==> src/hw/rtl/tdf_pkg.sv <==
// Shared types and constants of the transaction duplicate filter.
package tdf_pkg;

  // Field widths of one message.
  localparam int ADDR_W = 16;
  localparam int TID_W  = 8;
  localparam int TIME_W = 64;
  localparam int WIN_W  = 32;

  // Default table depth and window length after reset.
  localparam int               SLOTS_DEF    = 16;
  localparam logic [WIN_W-1:0] WINDOW_RESET = 32'd6000;

  // Lookup key of a message.
  typedef struct packed {
    logic [TID_W-1:0]  tid;
    logic [ADDR_W-1:0] dst;
    logic [ADDR_W-1:0] src;
  } key_t;

  // Scan record handed from cell to cell.
  typedef struct packed {
    logic              act;         // record carries a live lookup
    logic              hit;         // a valid entry matched all keys
    logic              dup;         // the match is still inside the window
    logic              free_found;  // a free, expired or matching slot was found
    logic [TIME_W-1:0] old_el;      // largest elapsed time seen so far
  } scan_t;

endpackage

==> src/hw/rtl/tdf_cell.sv <==
// One table slot of the duplicate filter and its stage of the scan chain.
module tdf_cell #(
  parameter int IW  = 4,
  parameter int IDX = 0
) (
  input  logic                            clk,
  input  logic                            rst_n,
  input  tdf_pkg::scan_t                  scan_in,
  input  logic [IW-1:0]                   free_in,
  input  logic [IW-1:0]                   old_in,
  input  tdf_pkg::key_t                   key,
  input  logic [tdf_pkg::TIME_W-1:0]      now,
  input  logic [tdf_pkg::WIN_W-1:0]       window,
  input  logic                            wr_en,
  input  logic [IW-1:0]                   wr_idx,
  output tdf_pkg::scan_t                  scan_out,
  output logic [IW-1:0]                   free_out,
  output logic [IW-1:0]                   old_out
);

  localparam logic [IW-1:0] MY_IDX = IW'(IDX);

  logic                          valid_r;
  tdf_pkg::key_t                 key_r;
  logic [tdf_pkg::TIME_W-1:0]    seen_r;

  tdf_pkg::scan_t                scan_r, scan_nxt;
  logic [IW-1:0]                 free_r, free_nxt;
  logic [IW-1:0]                 old_r, old_nxt;

  logic [tdf_pkg::TIME_W-1:0]    elapsed;
  logic                          expired;
  logic                          sel;

  assign elapsed = now - seen_r;
  assign expired = elapsed >= {{(tdf_pkg::TIME_W - tdf_pkg::WIN_W){1'b0}}, window};
  assign sel     = wr_en && (wr_idx == MY_IDX);

  // Update the scan record with this slot's verdict.
  always_comb begin
    scan_nxt = scan_in;
    free_nxt = free_in;
    old_nxt  = old_in;
    if (scan_in.act && !scan_in.hit) begin
      if (!valid_r) begin
        if (!scan_in.free_found) begin
          scan_nxt.free_found = 1'b1;
          free_nxt            = MY_IDX;
        end
      end else if (key_r == key) begin
        // A match ends the lookup; its slot becomes the write target.
        scan_nxt.hit        = 1'b1;
        scan_nxt.dup        = !expired;
        scan_nxt.free_found = 1'b1;
        free_nxt            = MY_IDX;
      end else begin
        if (expired && !scan_in.free_found) begin
          scan_nxt.free_found = 1'b1;
          free_nxt            = MY_IDX;
        end
        if (elapsed > scan_in.old_el) begin
          scan_nxt.old_el = elapsed;
          old_nxt         = MY_IDX;
        end
      end
    end
  end

  // Record leaving this stage; only the live flag is reset.
  always_ff @(posedge clk) begin
    if (!rst_n) begin
      scan_r.act <= 1'b0;
    end else begin
      scan_r.act <= scan_nxt.act;
    end
    scan_r.hit        <= scan_nxt.hit;
    scan_r.dup        <= scan_nxt.dup;
    scan_r.free_found <= scan_nxt.free_found;
    scan_r.old_el     <= scan_nxt.old_el;
    free_r            <= free_nxt;
    old_r             <= old_nxt;
  end

  // Slot occupancy.
  always_ff @(posedge clk) begin
    if (!rst_n) begin
      valid_r <= 1'b0;
    end else if (sel) begin
      valid_r <= 1'b1;
    end
  end

  // Slot contents.
  always_ff @(posedge clk) begin
    if (sel) begin
      key_r  <= key;
      seen_r <= now;
    end
  end

  assign scan_out = scan_r;
  assign free_out = free_r;
  assign old_out  = old_r;

endmodule
==> config.mk <==
export PLATFORM = sky130hd
export DESIGN_NAME = tdf_cell
export DESIGN_NICKNAME = d
export VERILOG_FILES = /design/src/hw/rtl/tdf_pkg.sv /design/src/hw/rtl/tdf_cell.sv
export SDC_FILE = /design/constraint.sdc
export NUM_CORES = 1
export LEC_CHECK = 0
export BUFFER_PORTS_ARGS = -buffer_cell sky130_fd_sc_hd__buf_2
export CORE_MARGIN = 1
export CORE_UTILIZATION = 30
export DETAILED_ROUTE_END_ITERATION = 10
export GPL_TIMING_DRIVEN = 0
export MAX_ROUTING_LAYER = met4
export PLACE_DENSITY = 0.57
export SETUP_SLACK_MARGIN = 0.05
export SYNTH_ARGS = -nofsm -noshare
export SYNTH_HDL_FRONTEND = slang
export SYNTH_SLANG_ARGS = --single-unit
==> constraint.sdc <==
create_clock -name clk -period 15.9 [get_ports clk]
set_clock_uncertainty 0.2 [all_clocks]
set_input_delay 4.77 -clock clk [delete_from_list [all_inputs] [get_ports clk]]
set_output_delay 4.77 -clock clk [all_outputs]
set_load 0.01 [all_outputs]
==> flow_summary.json, run 1 <==
{
  "synth_top_area_cell": "edfxtp_1",
  "synth.yosys.seq_area_share": 0.353,
  "syn-cell-area_mm2": 0.0132,
  "slew_viol_final": 0,
  "postRouteAntennaNets": 0,
  "postSynth.asyncResetShare": 0,
  "start_kind": "primary input",
  "die_w_um": 212,
  "syn-num-nets": 1831,
  "wirelength_um": 43200,
  "r2r_cells": 21,
  "synth_cell_type_count": 72,
  "synth.area.top_cells": "edfxtp_1 (24%), ha_1 (15%), dfxtp_1 (12%)",
  "vdd_drop_max_mv": 0.0548,
  "syn_inst": 1453,
  "critPathMaxFanout": 10,
  "finalCriticalPeriod_ns": 10.59,
  "synth-compound-area-share": 0.176,
  "dp_hpwl_um": 36900,
  "synth_top_area_frac": 0.236,
  "synth.area.mux_share": 0.0558,
  "holdBufCountCts": 0,
  "drv_cap": 0,
  "synth_fa_ha_area_frac": 0.151,
  "clk_latency_ns": 0.47,
  "path_buf_inv": 4,
  "viasPerCell": 4.97,
  "power_frac_clock": 0.342,
  "cp.depth": 21,
  "ys_seq_elements": 181,
  "cp.required_ns": 16.06,
  "num-nets-final": 2145,
  "grt_max_degree": 55,
  "num_rows": 76,
  "powerDensity_mw_per_mm2": 81.2,
  "crit_chain": "buf_2, ha_1, clkbuf_1, nand2_1, nor4_2, o21ai_1, a211o_1, a311o_1, a31o_2, o21ai_0, xor2_1, ha_1, nand4_1, nor4_1, nand4_1, nor3_1, o211ai_1, a21oi_1, buf_2, buf_2, mux2_2",
  "holdWs_ns": 0.318,
  "place_congestion": 0.932,
  "core_area_mm2": 0.0433,
  "status": "finished, final reports clean",
  "cts_tree": "yes",
  "cts_max_path_buffers": 2,
  "portBuffers": 294,
  "post_drt_wl_per_cell_um": 18.2,
  "p_leak_uw": 0.00726,
  "dr.pass1.iters": 5,
  "io_pins": 295,
  "ctsResizeCount": 0,
  "clkTransAtPathRegs_ns": 0.08,
  "drt_first_iter_violations": 539,
  "min_path_cells": 1,
  "post_cts_buffers": 0,
  "synthSimpleGateAreaFrac": 0.140,
  "hold_violations": 0,
  "worst_ep_arrival_time_ns": 10.75,
  "combPwrFrac": 0.264,
  "cpPeakStageDelay_ns": 0.66,
  "finalCritPeriodShare": 0.666,
  "rsz0062_at_grt": "false",
  "htreeDepth": 4,
  "path_delay_family": "compound AO/OA/AOI/OAI gates",
  "yosysWarnings": 0,
  "syn2layout_area_growth_pct": 21.7,
  "syn_avg_cell_area_um2": 9.09,
  "fmax_mhz": 94.4,
  "root_buffer": "clkbuf_16",
  "max_slew_margin": 0.232,
  "cp_common_cell": "buf_2",
  "synth_top_family_by_area": "compound AO/OA/AOI/OAI gates",
  "synth_xor_area_frac": 0.0643,
  "ys.flop_type": "edfxtp_1",
  "floorplan.initialDensity": 0.305,
  "grt_usage": 0.199,
  "grt_remaining_overflow": 0,
  "drc_errors": 0,
  "worstMarginPinSlew_ns": 1.15,
  "die_y_um": 212,
  "cts.sinks": 181,
  "worstSetupPathType": "primary input to flop",
  "first_global_vias": 11800,
  "die_area_mm2": 0.0449,
  "grt_pass1_wl_um": 65000,
  "antenna_found_initial": 10,
  "synth_edf_count": 104,
  "hold_path_class": "flop to flop",
  "power_switching_uw": 433,
  "swShare": 0.331,
  "final-setup-viol-count": 0,
  "num_vias": 11800,
  "cp_slowest_cell": "xor2_1",
  "cts_buffers": 17,
  "p_int_uw": 874,
  "fin_setup_tns_ns": 0,
  "cp-end-kind": "flop",
  "drive_gt1_frac": 0.233,
  "pwr-share-seq": 0.394
}
==> area by class of cell <==
type	count	area (um^2)
Clock buffer	17	425
Sequential cell	181	4660
Fill cell	4490	27200
Timing Repair Buffer	295	1500
Multi-Input combinational cell	1062	7760
Inverter	176	661
Antenna cell	10	25.0
Clock inverter	15	186
Tap cell	585	732
Buffer	34	135
==> cells in the mapped netlist (5+ instances only) <==
library cell	number
buf_2	6
o41ai_1	6
and2_1	11
xnor2_1	65
nand2b_1	7
and3_1	8
a21o_1	39
o21ai_1	6
mux2_2	61
nor2b_1	15
a21oi_1	122
a31oi_1	6
nand2_1	112
a211oi_1	15
inv_1	176
o21ai_0	77
a21boi_0	5
nor3_1	27
o211ai_1	9
o31ai_1	5
edfxtp_1	104
dfxtp_1	77
nand4_1	56
o21a_1	13
nand3_1	20
nor4_1	9
o21bai_1	12
clkbuf_1	28
xor2_1	32
mux2i_1	5
ha_1	158
nor2_1	88
==> cell families (layout without fill, tap and decap cells) <==
family / count (synthesis) / in the layout
adders and majority gates: 159 / 159
AOI/OAI and AO/OA: 363 / 363
and+or+nand+nor: 377 / 377
buffers and inverters: 210 / 537
muxes: 66 / 66
DFF: 181 / 181
other: 0 / 10
xor gates and xnor gates: 97 / 97
==> power groups by stage <==
stage	sequential, uW	combinational, uW	clock (uW)
after CTS	515	345	460
after detailed placement	526	343	0
after floorplan	531	209	0
after global routing	516	387	477
final	515	345	447
after global placement	526	336	0
==> worst reg2reg max path, stage by stage (launching register included) <==
cell      delay, ns
edfxtp_1       0.33
inv_1          0.05
ha_1           0.26
clkbuf_1       0.32
nand2_1        0.15
nor4_2         0.21
o21ai_1        0.15
a211o_1        0.38
a311o_1        0.35
a31o_2         0.30
o21ai_0        0.24
xor2_1         0.66
ha_1           0.26
nand4_1        0.12
nor4_1         0.31
nand4_1        0.23
nor3_1         0.32
o211ai_1       0.13
a21oi_1        0.34
buf_2          0.37
buf_2          0.37
mux2_2         0.38
==> metrics by stage <==
stage               total power, uW  instance area (um^2)  setup slack, ns  instances  utilization
global placement                863                 15400             4.68       2332        0.356
detailed placement              869                 15400             4.69       2333        0.357
CTS                            1320                 16100             5.20       2365        0.371
global route                   1380                 16100             4.79       2375        0.372
finish                         1310                 16100             5.31       2375        0.372
floorplan                       741                 13200             6.30       1453            -
==> per-layer routing <==
layer / track usage / share of wire / vias to the layer above / wire, um
met3: 0.0300 / 0.043 / 52 / 1850
met5: - / 0 / - / 0
met1: 0.256 / 0.47 / 5564 / 20400
met4: 0.0845 / 0.030 / 0 / 1280
met2: 0.310 / 0.45 / 284 / 19600
li1: - / - / 5910 / -
==> worst paths after layout <==
path / from / end / slack [ns]
max: now[6] / scan_out[63]$_DFF_P_ / 5.31
min: valid_r$_SDFFE_PN0P_ / valid_r$_SDFFE_PN0P_ / 0.32
max reg2reg: seen_r[6]$_DFFE_PP_ / scan_out[63]$_DFF_P_ / 9.36
min reg2reg: valid_r$_SDFFE_PN0P_ / valid_r$_SDFFE_PN0P_ / 0.32
==> sequential cells by signal, indices dropped and copies added (netlist names) <==
name,count
key_r,40
scan_out,68
seen_r,64
valid_r,1
old_out,4
free_out,4
==> layout by cell type, fill, tap and decap left out, types with 6 or more instances in the layout <==
| cell | count |
|---|---|
| a211oi_1 | 15 |
| a21o_1 | 39 |
| a21oi_1 | 122 |
| a31oi_1 | 6 |
| and2_1 | 10 |
| and3_1 | 8 |
| buf_2 | 300 |
| clkbuf_1 | 28 |
| clkbuf_16 | 17 |
| dfxtp_1 | 77 |
| diode_2 | 10 |
| edfxtp_1 | 104 |
| ha_1 | 158 |
| inv_1 | 176 |
| mux2_2 | 61 |
| nand2_1 | 112 |
| nand2b_1 | 7 |
| nand3_1 | 20 |
| nand4_1 | 56 |
| nor2_1 | 88 |
| nor2b_1 | 15 |
| nor3_1 | 27 |
| nor4_1 | 9 |
| o211ai_1 | 9 |
| o21a_1 | 13 |
| o21ai_0 | 77 |
| o21ai_1 | 6 |
| o21bai_1 | 12 |
| o41ai_1 | 6 |
| xnor2_1 | 65 |
| xor2_1 | 32 |
(Power assumes the default switching activity.)
==> inputs of run 2 (changes only) <==
ABC_AREA = 1   (was unset)
PLACE_DENSITY = 0.58   (was 0.57)
clock period = 8.9 ns   (was 15.9 ns; I/O delays follow)
==> run 2 against run 1 <==
Compared with the run above:
- final area increased by 14%
- critical path type unchanged
- count of clock-buffer cells in the layout increased by 1
- highest routed layer unchanged
- sequential power increased by 79%
- area after synthesis increased by 15%
- critical path depth increased by 7
- setup slack got worse by 3.7 ns
- first-iteration DRC count increased by 53%
- clock power increased by 70%
- combinational power increased by 110%
- global-route usage increased by 1.7 points
- sequential cell count unchanged
- core utilization decreased by 0.77 points
==> flow_summary.json, run 2 <==
{
  "worst_ep_arrival_time_ns": 7.41,
  "cts_buffers": 17,
  "syn2layout_area_growth_pct": 19.8,
  "grt_usage": 0.215,
  "worstMarginPinSlew_ns": 0.773,
  "clkTransAtPathRegs_ns": 0.07,
  "cts_tree": "yes",
  "synth.yosys.seq_area_share": 0.306,
  "floorplan.initialDensity": 0.304,
  "finalCritPeriodShare": 0.815,
  "r2r_cells": 26,
  "min_path_cells": 1,
  "root_buffer": "clkbuf_16",
  "multi_input_area_mm2": 0.00860,
  "start_kind": "primary input",
  "core_area_mm2": 0.0502,
  "syn-num-nets": 2645,
  "dp_hpwl_um": 47100,
  "synth_top_area_frac": 0.205,
  "hold_path_class": "flop to flop",
  "cp.required_ns": 9.06,
  "powerDensity_mw_per_mm2": 131,
  "syn_inst": 2267,
  "drv_cap": 0,
  "synth.area.top_cells": "edfxtp_1 (20%), nand2_1 (19%), ha_1 (13%)",
  "status": "finished, final reports clean",
  "ys.flop_type": "edfxtp_1",
  "num_rows": 82,
  "post_cts_buffers": 0,
  "fmax_mhz": 138,
  "syn-cell-area_mm2": 0.0152,
  "area.sequential_mm2": 0.00466,
  "portBuffers": 294,
  "critPathMaxFanout": 10,
  "post_drt_wl_per_cell_um": 16.2,
  "synth_cell_type_count": 47,
  "finalCriticalPeriod_ns": 7.25,
  "place_congestion": 0.928,
  "layout_common_cells": "nand2_1 (762), inv_1 (480), buf_2 (308)",
  "grt_pass1_wl_um": 80800,
  "hold_violations": 0,
  "endpoint": "scan_out[17]$_DFF_P_",
  "crit_start": "now[0]",
  "postRouteAntennaNets": 0,
  "die_y_um": 227,
  "ys_seq_elements": 181,
  "max_slew_margin": 0.471,
  "clk_latency_ns": 0.48,
  "antenna_found_initial": 9,
  "slew_viol_final": 0,
  "yosysMostFrequentCell": "nand2_1",
  "final-setup-viol-count": 0,
  "drc_errors": 0,
  "grt_max_degree": 22,
  "utilization": 0.364,
  "synth_top_area_cell": "edfxtp_1",
  "die_w_um": 227,
  "viasPerCell": 4.59,
  "worstSetupPathType": "primary input to flop",
  "num-fill-cells": 5469,
  "r2r_start": "seen_r[0]$_DFFE_PP_",
  "synth_edf_count": 104,
  "dr.pass1.iters": 5,
  "reg2reg_slack_ns": 3.67,
  "rsz0062_at_grt": "false",
  "drt_first_iter_violations": 827,
  "first_global_vias": 14800,
  "syn_avg_cell_area_um2": 6.72,
  "ctsResizeCount": 0,
  "cp-end-kind": "flop",
  "r2r-end": "scan_out[17]$_DFF_P_",
  "holdBufCountCts": 0,
  "power_uw": 2390,
  "cts_max_path_buffers": 2,
  "postSynth.asyncResetShare": 0,
  "largest_reg_flops": 68,
  "wirelength_um": 53200,
  "synth_top_cells_by_count": "nand2_1 (762), inv_1 (480), ha_1 (158)",
  "p_leak_uw": 0.0101,
  "htreeDepth": 4,
  "die_area_mm2": 0.0517,
  "io_pins": 295,
  "final_common_cell": "nand2_1",
  "grt_remaining_overflow": 0,
  "num_vias": 15100,
  "vdd_drop_max_mv": 0.147,
  "drive_gt1_frac": 0.159,
  "holdWs_ns": 0.292,
  "cts.sinks": 181,
  "yosysWarnings": 0,
  "num-nets-final": 2963
}
==> run 2: cells by family (layout without fill, tap and decap cells) <==
kind of cell	Yosys count	after routing	share of synthesized area
other	0	9	0
adder cells (fa/ha/maj)	159	159	0.131
flip-flops	181	181	0.306
AND/OR/NAND/NOR	1161	1161	0.326
XOR/XNOR	67	67	0.0385
buffers and inverters	512	843	0.131
AO/OA/AOI/OAI	186	186	0.0667
multiplexers	1	1	0.000657
==> run 2: through the flow <==
stage	setup TNS [ns]	setup slack (ns)	instance area [um^2]	std cells
global placement	-72.31	-0.717	17600	3233
global route	0	1.37	18300	3279
detailed placement	0	1.13	17700	3238
finish	0	1.65	18300	3279
CTS	0	1.62	18200	3270
floorplan	0	1.36	15200	2267
==> run 2: how the worst min path moves through the flow <==
| stage | start | endpoint | slack (ns) |
|---|---|---|---|
| finish | valid_r$_SDFFE_PN0P_ | valid_r$_SDFFE_PN0P_ | 0.29 |
| global route | valid_r$_SDFFE_PN0P_ | valid_r$_SDFFE_PN0P_ | 0.34 |
| CTS | valid_r$_SDFFE_PN0P_ | valid_r$_SDFFE_PN0P_ | 0.30 |
| detailed placement | valid_r$_SDFFE_PN0P_ | valid_r$_SDFFE_PN0P_ | 0.28 |
| global placement | valid_r$_SDFFE_PN0P_ | valid_r$_SDFFE_PN0P_ | 0.28 |
| floorplan | valid_r$_SDFFE_PN0P_ | valid_r$_SDFFE_PN0P_ | 0.26 |
==> run 2: power breakdown <==
group | total (uW) | internal [uW] | switching (uW)
Combinational | 709 | 249 | 460
Clock | 759 | 378 | 381
Sequential | 920 | 912 | 7.39
==> run 2: layout make-up <==
cell class,instances,share of cell area
multi-input cells,1574,0.471
flip-flops and latches,181,0.255
inverters,491,0.101
repair buffers,299,0.0860
well taps,672,0.0460
clock buffers,18,0.0240
plain buffers,21,0.00829
clock inverters,14,0.00753
diodes,9,0.00123
==> run 2: layer usage <==
layer,track usage,routed length [um]
met3,0.0370,2730
met5,-,0
met4,0.0816,1580
met1,0.263,24400
met2,0.354,24500
==> run 2: worst max-delay path: stages <==
cell and delay (ns):
buf_2 0.11, inv_1 0.05, ha_1 0.20, inv_1 0.11, fa_1 0.46, nand3_1 0.10, nand3_1 0.22, nand2_1 0.12
nand2_1 0.16, nand2_1 0.10, nand2_1 0.12, nand3_1 0.21, nand3_1 0.13, nand2_1 0.08, nand2_1 0.15, ha_1 0.35
nand4_1 0.16, nor2_1 0.23, nand4_1 0.17, nor4_1 0.37, nand3_1 0.15, nor2_1 0.13, nor2_1 0.06, nand2_2 0.19
nand2_4 0.18, buf_2 0.25, nand2_1 0.08, nand2_1 0.07
==> inputs of run 3 (changes only) <==
clock period = 6.57 ns   (was 8.9 ns; I/O delays follow)
==> run 3 against run 2 <==
Compared with the run above:
- non-clock buffer count is 2 higher
- final cell count hardly changed
- via count is 0.54% lower
- count of clock-buffer cells in the layout is 1 lower
- clock power is 42% higher
- die area stayed put
- sequential share of layout area is 0.13 points lower
- core utilization is 0.19 points higher
- critical path depth stayed put
- largest cell class unchanged
==> flow_summary.json, run 3 (synthesis gave the netlist of run 2 again) <==
{
  "status": "finished, final reports clean",
  "worstSetupPathType": "primary input to flop",
  "rsz0062_at_grt": "false",
  "holdBufCountCts": 0,
  "final_cells": 3278,
  "die_w_um": 227,
  "die_area_mm2": 0.0517,
  "slew_viol_final": 0,
  "critPathMaxFanout": 10,
  "viasPerCell": 4.57,
  "dr.pass1.iters": 5,
  "cts_tree": "yes",
  "finalCriticalPeriod_ns": 6.21,
  "largest_reg_flops": 68,
  "htreeDepth": 4,
  "powerDensity_mw_per_mm2": 179,
  "fmax_mhz": 161,
  "worst_ep_arrival_time_ns": 6.45,
  "setup_slack_ns": 0.362,
  "io_pins": 295,
  "num-fill-cells": 5499,
  "core_area_mm2": 0.0502,
  "place_congestion": 0.918,
  "vdd_drop_max_mv": 0.216,
  "antenna_found_initial": 6,
  "multi_input_area_mm2": 0.00865,
  "syn2layout_area_growth_pct": 20.5,
  "grt_max_degree": 22,
  "dp_hpwl_um": 47300,
  "post-place-cells": 3238,
  "grt_pass1_wl_um": 80300,
  "hold_path_class": "flop to flop",
  "num_vias": 15000,
  "design_area_mm2": 0.0184,
  "floorplan.initialDensity": 0.304,
  "drv_cap": 0,
  "start_kind": "primary input",
  "clk_latency_ns": 0.50,
  "portBuffers": 294,
  "worstMarginPinSlew_ns": 0.682,
  "hold_violations": 0,
  "drive_gt1_frac": 0.162,
  "final_common_cell": "nand2_1",
  "postPlaceCellArea_mm2": 0.0177,
  "first_global_vias": 14800,
  "cp.required_ns": 6.81,
  "post_drt_wl_per_cell_um": 16.3,
  "num_rows": 82,
  "cp-end-kind": "flop",
  "cts_buffers": 17,
  "grt_remaining_overflow": 0,
  "clkTransAtPathRegs_ns": 0.07,
  "grt_usage": 0.216,
  "die_y_um": 227,
  "drt_first_iter_violations": 671,
  "drc_errors": 0,
  "root_buffer": "clkbuf_16",
  "layout_common_cells": "nand2_1 (760), inv_1 (480), buf_2 (307)",
  "finalCritPeriodShare": 0.945,
  "max_slew_margin": 0.544,
  "final-setup-viol-count": 0,
  "p_leak_uw": 0.0102,
  "postRouteAntennaNets": 0,
  "cts.sinks": 181,
  "num-nets-final": 2965,
  "cts_max_path_buffers": 2,
  "pre_cts_ws_ns": -0.529,
  "wirelength_um": 53400,
  "area.sequential_mm2": 0.00466
}
[run 3: changes by cell type in the layout (fill, tap and decap cells not counted), sizes merged]
cell,before,now
clkinv,9,6
diode,9,6
bufinv,0,2
clkinvlp,0,2
buf,319,320
[run 3: final timing paths]
path	from	endpoint	slack, ns	cells after the start
hold / removal	valid_r$_SDFFE_PN0P_	valid_r$_SDFFE_PN0P_	0.32	1
setup / recovery	now[0]	scan_out[7]$_DFF_P_	0.36	28
hold reg to reg	valid_r$_SDFFE_PN0P_	valid_r$_SDFFE_PN0P_	0.32	1
setup reg to reg	seen_r[0]$_DFFE_PP_	scan_out[7]$_DFF_P_	1.66	26
[run 3: cell type report]
cell class              instances  share of cell area
repair buffers                301              0.0864
clock buffers                  17              0.0232
multi-input cells            1574               0.471
plain buffers                  21             0.00838
diodes                          6            0.000818
inverters                     491               0.100
flip-flops and latches        181               0.254
well taps                     672              0.0458
clock inverters                15              0.0102
[run 3: per-layer routing]
metal	vias up	wire, um	GRT usage
li1	7748	-	-
met4	0	1410	0.0721
met5	-	0	-
met2	395	24700	0.357
met3	69	3370	0.0436
met1	6768	23900	0.262
[run 3: through the flow]
| stage | hold WS, ns | TNS [ns] | utilization | power, uW |
|---|---|---|---|---|
| after global placement | 0.292 | -29.70 | 0.350 | 2210 |
| after global routing | 0.339 | 0 | 0.366 | 3500 |
| after CTS | 0.326 | 0 | 0.364 | 3330 |
| after floorplan | 0.263 | 0 | - | 1870 |
| after detailed placement | 0.309 | -30.15 | 0.352 | 2230 |
| final | 0.323 | 0 | 0.366 | 3290 |
[run 3: what timing repair did]
| action | in CTS | in global routing |
|---|---|---|
| setup buffers | 0 | 2 |
| endpoints found under the setup margin | 9 | 65 |
| pin swaps | 0 | 2 |
| gates resized for setup | 1 | 10 |
[run 3: report_power, final]
group,total (uW),leakage (uW),switching [uW],internal (uW)
Sequential,1250,0.00159,10.3,1240
Combinational,968,0.00828,626,342
Clock,1080,0.000294,503,574
Total,3290,0.0102,1140,2150
[run 3: critical path: stages]
cell     delay, ns
buf_2         0.11
inv_1         0.05
ha_1          0.24
inv_1         0.13
fa_1          0.45
nand3_1       0.12
nand3_2       0.15
nand2_1       0.10
nand2_1       0.17
nand2_1       0.10
nand2_1       0.14
nand3_2       0.15
nand3_1       0.11
nand2_1       0.09
nand2_2       0.12
ha_1          0.33
nand4_1       0.14
nor2_2        0.18
nand4_1       0.24
nor4_4        0.25
nand3_1       0.15
nor2_1        0.13
nor2_1        0.06
nand2_2       0.14
buf_4         0.15
buf_2         0.21
nand3_1       0.15
nand2_1       0.11
